===== config.mk =====
export PLATFORM = sky130hd
export DESIGN_NAME = keypad_scan_autorepeat_fifo_unit
export DESIGN_NICKNAME = d
export VERILOG_FILES = /design/src/rtl/kpsa_pkg.sv /design/src/rtl/keypad_scan_autorepeat_fifo_unit.sv
export SDC_FILE = /design/constraint.sdc
export NUM_CORES = 2
export LEC_CHECK = 0
export ABC_AREA = 1
export ABC_CLOCK_PERIOD_IN_PS = 6200
export BUFFER_PORTS_ARGS = -buffer_cell sky130_fd_sc_hd__buf_2
export CAP_MARGIN = 20
export CORE_MARGIN = 2
export CORE_UTILIZATION = 45
export CTS_CLUSTER_SIZE = 20
export DETAILED_ROUTE_END_ITERATION = 8
export PLACE_DENSITY = 0.61
export SYNTH_ARGS = -nofsm -noshare
export SYNTH_HDL_FRONTEND = slang
export SYNTH_SLANG_ARGS = --single-unit

===== constraint.sdc =====
create_clock -name clk -period 6.2 [get_ports clk]
set_clock_uncertainty 0.2 [all_clocks]
set_input_delay 1.24 -clock clk [delete_from_list [all_inputs] [get_ports clk]]
set_output_delay 1.24 -clock clk [all_outputs]
set_load 0.01 [all_outputs]

===== src/rtl/kpsa_pkg.sv =====
// Package for the keypad scanner: codes, widths, reset values and the default key map.
package kpsa_pkg;

  localparam int FIFO_DEPTH_DFLT  = 64;
  localparam int MAP_ENTRIES_DFLT = 32;
  localparam int DFLT_SLOTS       = 16;

  localparam int DELAY_W   = 31;
  localparam int TCOUNT_W  = 6;
  localparam int CFG_W     = 31;
  localparam int CFG_IDX_W = 2;
  localparam int TIME_W    = 32;
  localparam int PAT_W     = 16;
  localparam int CHAR_W    = 8;
  localparam int LEVEL_W   = 6;
  localparam int OP_W      = 2;
  localparam int EIDX_W    = 5;
  localparam int NIB_W     = 4;

  localparam logic [DELAY_W-1:0]  FIRST_DELAY_RST  = 31'd100;
  localparam logic [DELAY_W-1:0]  REPEAT_DELAY_RST = 31'd10;
  localparam logic [TCOUNT_W-1:0] TABLE_COUNT_RST  = 6'd16;

  localparam logic [CFG_IDX_W-1:0] CFG_FIRST_DELAY  = 2'd0;
  localparam logic [CFG_IDX_W-1:0] CFG_REPEAT_DELAY = 2'd1;
  localparam logic [CFG_IDX_W-1:0] CFG_TABLE_COUNT  = 2'd2;

  localparam logic [OP_W-1:0] OP_SCAN  = 2'd0;
  localparam logic [OP_W-1:0] OP_POP   = 2'd1;
  localparam logic [OP_W-1:0] OP_TABLE = 2'd2;

  localparam logic [NIB_W-1:0] COL_ACTIVE_HIGH = 4'h8;

  typedef enum logic [2:0] {
    ST_IDLE,
    ST_CHECK,
    ST_ARM,
    ST_SRCH,
    ST_PUSH,
    ST_DONE
  } state_t;

  function automatic logic [NIB_W-1:0] decode_row(input logic [NIB_W-1:0] raw);
    decode_row = ~(raw ^ COL_ACTIVE_HIGH);
  endfunction

  function automatic logic [CHAR_W-1:0] dflt_char(input logic [3:0] slot);
    case (slot)
      4'd0:    dflt_char = 8'h64;
      4'd1:    dflt_char = 8'h63;
      4'd2:    dflt_char = 8'h61;
      4'd3:    dflt_char = 8'h62;
      4'd4:    dflt_char = 8'h0A;
      4'd5:    dflt_char = 8'h39;
      4'd6:    dflt_char = 8'h33;
      4'd7:    dflt_char = 8'h36;
      4'd8:    dflt_char = 8'h30;
      4'd9:    dflt_char = 8'h38;
      4'd10:   dflt_char = 8'h32;
      4'd11:   dflt_char = 8'h35;
      4'd12:   dflt_char = 8'h2A;
      4'd13:   dflt_char = 8'h37;
      4'd14:   dflt_char = 8'h31;
      4'd15:   dflt_char = 8'h34;
      default: dflt_char = 8'h00;
    endcase
  endfunction

endpackage


===== src/rtl/keypad_scan_autorepeat_fifo_unit.sv =====
// Keypad scanner top level: pattern decode, autorepeat timing, key map search, character FIFO.
// Table write, unused op and pop: accept goes to ST_DONE, which loads the output register.
// Scan: ST_CHECK; if a key is due ST_ARM, ST_SRCH, ST_PUSH; then ST_DONE. ST_SRCH reads up to
// min(table_count, MAP_ENTRIES) entries to a match, one per cycle on its single read port.
// One item at a time; in_ready drops from accept until the result is in the output register.
// Reset (synchronous, rst_n low) restores registers and default map at once via per-slot
// valid bits; FIFO contents are undefined until written, no clearing pass.
module keypad_scan_autorepeat_fifo_unit
  import kpsa_pkg::*;
#(
  parameter int FIFO_DEPTH  = FIFO_DEPTH_DFLT,
  parameter int MAP_ENTRIES = MAP_ENTRIES_DFLT
) (
  input  logic                 clk,
  input  logic                 rst_n,
  input  logic                 cfg_we,
  input  logic [CFG_IDX_W-1:0] cfg_index,
  input  logic [CFG_W-1:0]     cfg_wdata,
  input  logic                 in_valid,
  output logic                 in_ready,
  input  logic [OP_W-1:0]      in_operation,
  input  logic [TIME_W-1:0]    in_now,
  input  logic [NIB_W-1:0]     in_row0_cols,
  input  logic [NIB_W-1:0]     in_row1_cols,
  input  logic [NIB_W-1:0]     in_row2_cols,
  input  logic [NIB_W-1:0]     in_row3_cols,
  input  logic [EIDX_W-1:0]    in_entry_index,
  input  logic [PAT_W-1:0]     in_entry_pattern,
  input  logic [CHAR_W-1:0]    in_entry_char,
  output logic                 out_valid,
  input  logic                 out_ready,
  output logic                 out_char_valid,
  output logic [CHAR_W-1:0]    out_char_out,
  output logic                 out_queued,
  output logic                 out_dropped,
  output logic [LEVEL_W-1:0]   out_fifo_level,
  output logic [PAT_W-1:0]     out_key_pattern
);

  localparam int FIFO_AW = $clog2(FIFO_DEPTH);
  localparam int MAP_AW  = $clog2(MAP_ENTRIES);
  localparam int MAP_CW  = $clog2(MAP_ENTRIES + 1);

  state_t               state_r, state_nxt;
  logic [DELAY_W-1:0]   first_delay_r, repeat_delay_r;
  logic [TCOUNT_W-1:0]  table_count_r;
  logic [PAT_W-1:0]     last_pat_r, last_pat_nxt;
  logic [TIME_W-1:0]    deadline_r, deadline_nxt;
  logic [PAT_W-1:0]     pat_r, pat_nxt;
  logic [TIME_W-1:0]    now_r, now_nxt;
  logic                 arm_first_r, arm_first_nxt;
  logic [MAP_CW-1:0]    rd_idx_r, rd_idx_nxt;
  logic                 cmp_v_r, cmp_v_nxt;
  logic [CHAR_W-1:0]    ch_r, ch_nxt;
  logic [FIFO_AW-1:0]   rd_pos_r, rd_pos_nxt;
  logic [FIFO_AW-1:0]   wr_pos_r, wr_pos_nxt;
  logic [FIFO_AW-1:0]   fill_r, fill_nxt;
  logic                 pop_hit_r, pop_hit_nxt;
  logic                 queued_r, queued_nxt;
  logic                 dropped_r, dropped_nxt;
  logic                 out_valid_r, out_valid_nxt;
  logic                 out_load;

  logic                 in_fire;
  logic                 map_we, map_re, fifo_we, fifo_re;
  logic [MAP_CW-1:0]    lim;
  logic                 alu_sub;
  logic [TIME_W-1:0]    alu_b, alu_sum;
  logic [PAT_W-1:0]     eff_pat;
  logic [CHAR_W-1:0]    eff_chr;

  logic [PAT_W-1:0]     map_pat_mem [MAP_ENTRIES];
  logic [CHAR_W-1:0]    map_chr_mem [MAP_ENTRIES];
  logic [MAP_ENTRIES-1:0] map_vld_r;
  logic [PAT_W-1:0]     map_pat_q;
  logic [CHAR_W-1:0]    map_chr_q;
  logic                 map_vld_q;
  logic [MAP_AW-1:0]    cmp_idx_r;

  logic [CHAR_W-1:0]    fifo_mem [FIFO_DEPTH];
  logic [CHAR_W-1:0]    fifo_rd_q;

  assign in_ready  = (state_r == ST_IDLE);
  assign in_fire   = in_valid && in_ready;
  assign out_valid = out_valid_r;

  assign lim = (32'(table_count_r) > MAP_ENTRIES) ? MAP_CW'(MAP_ENTRIES)
                                                  : MAP_CW'(table_count_r);

  // shared 32-bit adder: deadline check (subtract) and deadline arm (add)
  assign alu_b   = alu_sub ? deadline_r
                           : {1'b0, (arm_first_r ? first_delay_r : repeat_delay_r)};
  assign alu_sum = now_r + (alu_sub ? ~alu_b : alu_b) + TIME_W'(alu_sub);

  always_comb begin
    if (map_vld_q) begin
      eff_pat = map_pat_q;
      eff_chr = map_chr_q;
    end else if (32'(cmp_idx_r) < DFLT_SLOTS) begin
      eff_pat = PAT_W'(1) << cmp_idx_r[3:0];
      eff_chr = dflt_char(cmp_idx_r[3:0]);
    end else begin
      eff_pat = '0;
      eff_chr = '0;
    end
  end

  assign map_we  = in_fire && (in_operation == OP_TABLE) &&
                   (32'(in_entry_index) < MAP_ENTRIES);
  assign fifo_re = in_fire && (in_operation == OP_POP) && (fill_r != '0);

  always_comb begin
    state_nxt     = state_r;
    last_pat_nxt  = last_pat_r;
    deadline_nxt  = deadline_r;
    pat_nxt       = pat_r;
    now_nxt       = now_r;
    arm_first_nxt = arm_first_r;
    rd_idx_nxt    = rd_idx_r;
    cmp_v_nxt     = cmp_v_r;
    ch_nxt        = ch_r;
    rd_pos_nxt    = rd_pos_r;
    wr_pos_nxt    = wr_pos_r;
    fill_nxt      = fill_r;
    pop_hit_nxt   = pop_hit_r;
    queued_nxt    = queued_r;
    dropped_nxt   = dropped_r;
    out_valid_nxt = out_valid_r && !out_ready;
    out_load      = 1'b0;
    alu_sub       = 1'b0;
    map_re        = 1'b0;
    fifo_we       = 1'b0;
    case (state_r)
      ST_IDLE: begin
        if (in_fire) begin
          pop_hit_nxt = 1'b0;
          queued_nxt  = 1'b0;
          dropped_nxt = 1'b0;
          now_nxt     = in_now;
          pat_nxt     = {decode_row(in_row0_cols), decode_row(in_row1_cols),
                         decode_row(in_row2_cols), decode_row(in_row3_cols)};
          if (in_operation == OP_SCAN) begin
            state_nxt = ST_CHECK;
          end else begin
            state_nxt = ST_DONE;
          end
          if (fifo_re) begin
            pop_hit_nxt = 1'b1;
            rd_pos_nxt  = (rd_pos_r == FIFO_AW'(FIFO_DEPTH - 1)) ? '0 : rd_pos_r + 1'b1;
            fill_nxt    = fill_r - 1'b1;
          end
        end
      end
      ST_CHECK: begin
        last_pat_nxt = pat_r;
        alu_sub      = 1'b1;
        if (pat_r == '0) begin
          state_nxt = ST_DONE;
        end else if (pat_r != last_pat_r) begin
          arm_first_nxt = 1'b1;
          state_nxt     = ST_ARM;
        end else if (!alu_sum[TIME_W-1]) begin
          arm_first_nxt = 1'b0;
          state_nxt     = ST_ARM;
        end else begin
          state_nxt = ST_DONE;
        end
      end
      ST_ARM: begin
        deadline_nxt = alu_sum;
        rd_idx_nxt   = '0;
        cmp_v_nxt    = 1'b0;
        state_nxt    = ST_SRCH;
      end
      ST_SRCH: begin
        if (cmp_v_r && (eff_pat == pat_r)) begin
          ch_nxt    = eff_chr;
          cmp_v_nxt = 1'b0;
          state_nxt = ST_PUSH;
        end else if (rd_idx_r < lim) begin
          map_re     = 1'b1;
          rd_idx_nxt = rd_idx_r + 1'b1;
          cmp_v_nxt  = 1'b1;
        end else begin
          ch_nxt    = '0;
          cmp_v_nxt = 1'b0;
          state_nxt = ST_PUSH;
        end
      end
      ST_PUSH: begin
        if (ch_r != '0) begin
          if (fill_r != FIFO_AW'(FIFO_DEPTH - 1)) begin
            fifo_we    = 1'b1;
            wr_pos_nxt = (wr_pos_r == FIFO_AW'(FIFO_DEPTH - 1)) ? '0 : wr_pos_r + 1'b1;
            fill_nxt   = fill_r + 1'b1;
            queued_nxt = 1'b1;
          end else begin
            dropped_nxt = 1'b1;
          end
        end
        state_nxt = ST_DONE;
      end
      ST_DONE: begin
        if (!out_valid_r || out_ready) begin
          out_load      = 1'b1;
          out_valid_nxt = 1'b1;
          state_nxt     = ST_IDLE;
        end
      end
      default: begin
        state_nxt = ST_IDLE;
      end
    endcase
  end

  always_ff @(posedge clk) begin
    if (!rst_n) begin
      state_r        <= ST_IDLE;
      first_delay_r  <= FIRST_DELAY_RST;
      repeat_delay_r <= REPEAT_DELAY_RST;
      table_count_r  <= TABLE_COUNT_RST;
      last_pat_r     <= '0;
      deadline_r     <= '0;
      arm_first_r    <= 1'b0;
      rd_idx_r       <= '0;
      cmp_v_r        <= 1'b0;
      rd_pos_r       <= '0;
      wr_pos_r       <= '0;
      fill_r         <= '0;
      pop_hit_r      <= 1'b0;
      queued_r       <= 1'b0;
      dropped_r      <= 1'b0;
      out_valid_r    <= 1'b0;
      map_vld_r      <= '0;
    end else begin
      state_r     <= state_nxt;
      last_pat_r  <= last_pat_nxt;
      deadline_r  <= deadline_nxt;
      arm_first_r <= arm_first_nxt;
      rd_idx_r    <= rd_idx_nxt;
      cmp_v_r     <= cmp_v_nxt;
      rd_pos_r    <= rd_pos_nxt;
      wr_pos_r    <= wr_pos_nxt;
      fill_r      <= fill_nxt;
      pop_hit_r   <= pop_hit_nxt;
      queued_r    <= queued_nxt;
      dropped_r   <= dropped_nxt;
      out_valid_r <= out_valid_nxt;
      if (cfg_we) begin
        case (cfg_index)
          CFG_FIRST_DELAY:  first_delay_r  <= cfg_wdata[DELAY_W-1:0];
          CFG_REPEAT_DELAY: repeat_delay_r <= cfg_wdata[DELAY_W-1:0];
          CFG_TABLE_COUNT:  table_count_r  <= cfg_wdata[TCOUNT_W-1:0];
          default: ;
        endcase
      end
      if (map_we) begin
        map_vld_r[MAP_AW'(in_entry_index)] <= 1'b1;
      end
    end
  end

  always_ff @(posedge clk) begin
    pat_r <= pat_nxt;
    now_r <= now_nxt;
    ch_r  <= ch_nxt;
  end

  // key map memory, one write and one registered read port
  always_ff @(posedge clk) begin
    if (map_we) begin
      map_pat_mem[MAP_AW'(in_entry_index)] <= in_entry_pattern;
      map_chr_mem[MAP_AW'(in_entry_index)] <= in_entry_char;
    end
    if (map_re) begin
      map_pat_q <= map_pat_mem[rd_idx_r[MAP_AW-1:0]];
      map_chr_q <= map_chr_mem[rd_idx_r[MAP_AW-1:0]];
      map_vld_q <= map_vld_r[rd_idx_r[MAP_AW-1:0]];
      cmp_idx_r <= rd_idx_r[MAP_AW-1:0];
    end
  end

  // character FIFO storage
  always_ff @(posedge clk) begin
    if (fifo_we) begin
      fifo_mem[wr_pos_r] <= ch_r;
    end
    if (fifo_re) begin
      fifo_rd_q <= fifo_mem[rd_pos_r];
    end
  end

  always_ff @(posedge clk) begin
    if (out_load) begin
      out_char_valid  <= pop_hit_r;
      out_char_out    <= pop_hit_r ? fifo_rd_q : '0;
      out_queued      <= queued_r;
      out_dropped     <= dropped_r;
      out_fifo_level  <= LEVEL_W'(fill_r);
      out_key_pattern <= last_pat_r;
    end
  end

`ifndef SYNTHESIS
  a_fill_bound: assert property (@(posedge clk) disable iff (!rst_n)
    32'(fill_r) <= FIFO_DEPTH - 1)
    else $error("fifo fill count above capacity");

  a_busy_after_accept: assert property (@(posedge clk) disable iff (!rst_n)
    in_fire |=> !in_ready)
    else $error("ready while an item is in progress");

  a_flags_exclusive: assert property (@(posedge clk) disable iff (!rst_n)
    out_valid_r |-> !(out_queued && out_dropped) &&
                    !(out_char_valid && (out_queued || out_dropped)))
    else $error("conflicting result flags");

  a_push_needs_char: assert property (@(posedge clk) disable iff (!rst_n)
    fifo_we |-> (ch_r != '0) && (state_r == ST_PUSH))
    else $error("fifo write without a character");
`endif

endmodule


======== After elaboration in Yosys (flattened, before gate mapping) ========
Memory sizes are Yosys's and may differ from the RTL's. A register that Yosys moved wholly into a read port is not among the register bits.
Cells that the tools add are included.
word-level totals
  word-level logic and storage cells ...... 173
  register bits after elaboration ......... 276
  input bits .............................. 117
  memory bits (read-only) ................. 112
  memories ................................ 4
  RAM bits ................................ 1280
cells by class
  mux-type cells .......................... 60
  eq/ne operators ......................... 25
  $lt $le $gt $ge ......................... 6
  $add $sub $neg .......................... 7
  shift-type cells ........................ 1
  bitwise operators ....................... 11
  reductions and logical operators ........ 31
memories
  name             words  width  read ports  clocked after Yosys merged registers in  write ports  RTL line                                source
  fifo_mem         64     8      1           1                                        1            keypad_scan_autorepeat_fifo_unit.sv:80  logic [CHAR_W-1:0] fifo_mem [FIFO_DEPTH];
  map_pat_mem      32     16     1           1                                        1            keypad_scan_autorepeat_fifo_unit.sv:72  logic [PAT_W-1:0] map_pat_mem [MAP_ENTRIES];
  map_chr_mem      32     8      1           1                                        1            keypad_scan_autorepeat_fifo_unit.sv:73  logic [CHAR_W-1:0] map_chr_mem [MAP_ENTRIES];
  (no name shown)  16     7      1           1                                        0            kpsa_pkg.sv:48                          case (slot)
operator list
  kind                  number
  $mux 32               2
  $mux 6                9
  $add 32x1->32         1
  $add 32x32->32        1
  $mux 16               2
  $mux 8                4
  $not 32->32           1
  $or 32x32->32         1
  $mux 31               1
  $mux 1                25
  $add 6x1->6 const B   4
  $mux 3                8
  $pmux 6 s2            2
  $pmux 3 s6            1
  $eq 16x16->1          1
  $logic_not 16->1      1
  $ne 16x16->1          1
  $not 4->4             4
  $shl 1x4->16 const A  1
  $reduce_and 3->1      5
  $ne 2x2->1 const B    7
  $eq 6x6->1 const B    2
  $lt 5x6->1 const B    2
  $reduce_and 2->1      5
  other kinds (28)      50

======== Longest topological paths before layout ========
  word-level depth ........................ 11
  gate-level depth with buffers ........... 24
  depth with buffers taken out ............ 23

======== Least setup slack after synthesis ========
OpenSTA, ideal clock, no wires.
  path type ............................... input to register
  from .................................... input in_valid
  to ...................................... register fill_r[5]
  setup time .............................. 122 ps
  path slack .............................. 2265 ps
  stages .................................. 9
  data arrival time ....................... 3613 ps
  path buffers ............................ 0
  cells stage by stage .................... nand2_1 > inv_1 > nand4_1 > inv_1 > nor2_1 > a21oi_1 > o21ai_0 > o21ai_0 > a21oi_1
on the way
  longest elaborated chain between the ends .. 5
RTL lines
  what                               RTL line                                 source
  start, declared                    keypad_scan_autorepeat_fifo_unit.sv:19   input logic in_valid,
  $logic_and 1x1->1                  keypad_scan_autorepeat_fifo_unit.sv:84   assign in_fire = in_valid && in_ready;
  $logic_and 1x1->1 (2 in series)    keypad_scan_autorepeat_fifo_unit.sv:110  assign fifo_re = in_fire && (in_operation == OP_POP) && (fill_r != '0);
  named net fifo_re                  keypad_scan_autorepeat_fifo_unit.sv:65   logic map_we, map_re, fifo_we, fifo_re;
  $ne 2x1->1 (no source line)        -
  $reduce_and 5->1 (no source line)  -
  end signal, assigned               keypad_scan_autorepeat_fifo_unit.sv:244  fill_r <= fill_nxt;
  end, declared                      keypad_scan_autorepeat_fifo_unit.sv:57   logic [FIFO_AW-1:0] fill_r, fill_nxt;
The timed path passes the listed nets, and every way through them passes these cells.
A chain may end at the register's enable or synchronous reset.

==> impl_metrics.ini <==
[pwr]
sw_frac_of_total_pct = 28.5
leakage_nw = 24.2
p_sw_w = 0.00737
p_comb_share_pct = 16.3
sequentialPowerShare_pct = 47.7
ir_worst_vdd_uv = 300
internal_power_w = 0.0185
p_per_area_nw_per_um2 = 358
power_frac_clock_pct = 36.0

[synthesis]
synth-compound-area-share_pct = 12.6
synth_cell_type_count = 53
synthArstFlopShare_pct = 0
synth_edf_count = 1407
muxShareOfSynthArea_pct = 0.0155
yosys_register_bits = 1595
synth_fa_ha_area_share_pct = 1.01
synthSimpleGateAreaFrac_pct = 11.2
yosysSeqAreaShare_pct = 71.4
synth.avg_cell_area_sq_um = 11.9
syn-num-nets = 5596
synth_flop_cell = edfxtp_1
mappedNetlistArea_sq_um = 64500
synth_top_family_by_area = compound AO/OA/AOI/OAI gates
synth-xor-area-share_pct = 0.584
synthCells = 5428
yosysWarnings = 0

[clock_network]
cts_buffers = 164
cts_buffer_depth = 3
clk-insertion-delay-late_ps = 810
postCtsSetupRepairBufs = 0
hold_buffers = 0
cts_root_buf = clkbuf_16
cts_max_level = 4
cts.sinks = 1595
cts_resized = 0
clkTransAtPathRegs_ps = 60
cts_tree = yes

[floorplan]
num_rows = 138
die-area_sq_um = 146000
design.core.area_sq_um = 142000
io_pins = 152
die_w_um = 382
fp.dieH_um = 382
initial_core_util_pct = 45.4

[drt]
drt-vias-per-instance = 5.78
firstDrtPassIters = 6
drc_errors = 0
postRouteAntennaNets = 0
wire_per_inst_um = 24.0
drt_iter0_markers = 4669
vias = 43400
wirelength_um = 180000

[timing]
relSlewSlack_pct = 25.7
fin_crit_sh_pct = 65.7
rsz0062_at_grt = no
fin_crit_ps = 4070
tightest_slew_ps = 1110
slew_violations = 0
fin_ws_ps = 2130
finalSetupTns_ps = 0
holdWs_ps = 236
setup_viol = 0
max_freq_mhz = 246
hold_viol = 0

[grt]
grt_start_max_net_pins = 182
grt_pass1_wl_um = 267000
track_usage_pct = 24.2
grt-ovfl-total = 0
grt_pass1_vias = 40600
grt_antenna_before_repair = 2

[hold_path]
hp-class = flip-flop to flip-flop

[worst_setup_path]
crit_chain = nor2_1, nand2_1, or2_1, o211ai_1, nand2_1, nor2_1, nand2_1, nor2_2, nand3_4, nand3_4, nand2_1, nand2_2, inv_1, ha_1, inv_1, nand2_1, nand3_1, nand2_1
worstPathArrival_ps = 4540
path_max_fanout = 23
path_class = flip-flop to flip-flop
cpLargestDelayFamily = simple AND/OR/NAND/NOR gates
crit_slowest_cell = nor2_1
cp.required_ps = 6660
critPathMaxStageDelay_ps = 690
critPathCaptureType = flip-flop
path_common_cell = nand2_1
cp-start-kind = flip-flop
crit_buf_inv = 2

[cells_and_area]
final_nets = 5642
design_area_sq_um = 72200
synthToLayoutAreaGrowth_pct = 12.1
drive_above_1_share_pct = 9.11

[run_status]
status = finished clean

[placement]
place_hpwl_um = 106000
port_buffers = 151
dp_slack_ps = 1810
place_area_sq_um = 67100
gp_congestion = 0.907

[flow_run]
drv_cap = 0
==> power by group through the flow <==
stage / Combinational [W] / Sequential (W) / Clock (W)
after CTS: 0.00415 / 0.0123 / 0.00944
after global routing: 0.00468 / 0.0124 / 0.00985
after floorplan: 0.00286 / 0.0124 / 0
after detailed placement: 0.00413 / 0.0126 / 0
after global placement: 0.00411 / 0.0126 / 0
final: 0.00421 / 0.0123 / 0.00930
==> placed cells by master (no fill, tap or decap), types with 16 or more instances in the layout <==
cell	Yosys	final
dfxtp_1	188	182
xnor2_1	17	17
nand2_1	457	456
o21ai_0	838	838
buf_2	3	150
clkinv_1	8	37
nand4_1	69	69
nor2_1	1046	1012
a21oi_1	109	108
o221ai_1	129	129
buf_4	1	44
edfxtp_1	1407	1407
inv_1	203	199
ha_1	49	49
o22ai_1	206	206
nor3_1	18	16
clkbuf_1	303	53
nand3_1	143	143
nor2_4	0	34
o211ai_1	54	54
a31oi_1	30	30
clkbuf_16	0	166
clkinv_2	0	26
xor2_1	26	26
==> per-stage QoR <==
stage               utilization (%)  total power (W)  cells
floorplan                         -           0.0153   5428
global placement               47.3           0.0167   7194
detailed placement             47.3           0.0167   7194
CTS                            50.8           0.0259   7495
global route                   50.9           0.0269   7499
finish                         50.9           0.0259   7500
==> routing by layer <==
| metal | vias up | global-route usage [%] | routed length [um] |
|---|---|---|---|
| li1 | 19900 | - | - |
| met1 | 21500 | 34.9 | 78300 |
| met2 | 1697 | 37.6 | 82800 |
| met3 | 274 | 3.84 | 13300 |
| met4 | 0 | 8.09 | 5580 |
| met5 | - | 0 | 0 |
==> flip-flops by register name, indices dropped and copies added, names as in the netlist, 5 cells and up, named ones only <==
signal           cells
rd_pos_r             6
fifo_rd_q            8
map_pat_q           16
fifo_mem           512
cmp_idx_r            5
last_pat_r          16
fill_r               6
table_count_r        6
pat_r               16
out_fifo_level       6
map_pat_mem        512
map_chr_q            8
map_vld_r           32
now_r               32
out_char_out         8
map_chr_mem        256
wr_pos_r             6
first_delay_r       31
out_key_pattern     16
deadline_r          32
repeat_delay_r      31
rd_idx_r             6
ch_r                 8
==> worst paths after layout <==
path                            slack [ps]    endpoint  startpoint  cells after the start
worst max-delay path                  2130   flip-flop   map_vld_q                     18
worst min-delay path                   240  out_queued    queued_r                      0
worst max register to register        2130   flip-flop   map_vld_q                     18
worst min register to register         240  out_queued    queued_r                      0
==> Yosys cell counts (5+ instances only) <==
cell type     n  area, sq um
a211oi_1      5         37.5
a21oi_1     109          546
a22oi_1       7         52.6
a31oi_1      30          188
buf_1        17         63.8
clkbuf_1    303         1140
clkinv_1      8         30.0
dfxtp_1     188         3760
edfxtp_1   1407        42300
ha_1         49          613
inv_1       203          762
nand2_1     457         1720
nand2_2       6         37.5
nand3_1     143          716
nand4_1      69          432
nor2_1     1046         3930
nor3_1       18         90.1
nor4_1       14         87.6
o211ai_1     54          405
o21ai_0     838         4190
o21ai_1      10         50.1
o221ai_1    129         1130
o22ai_1     206         1290
or2_1         6         37.5
or2_2        12         75.1
xnor2_1      17          149
xor2_1       26          228
==> cell families after synthesis <==
| logic type | count (synthesis) |
|---|---|
| compound gates | 1412 |
| flops | 1595 |
| buf+inv | 541 |
| fa+ha+maj | 51 |
| mux | 1 |
| xor+xnor | 43 |
| simple gates | 1785 |
==> area by class of cell <==
class                   instances  area [sq um]
well taps                    1890          2360
repair buffers                205          1320
inverters                     216           833
fillers                     12400         69700
clock buffers                 221          4380
flip-flops and latches       1595         46000
multi-input cells            3292         16700
diodes                          1          2.50
clock inverters                80           627
Note: power is estimated with default switching activity, not from simulation.
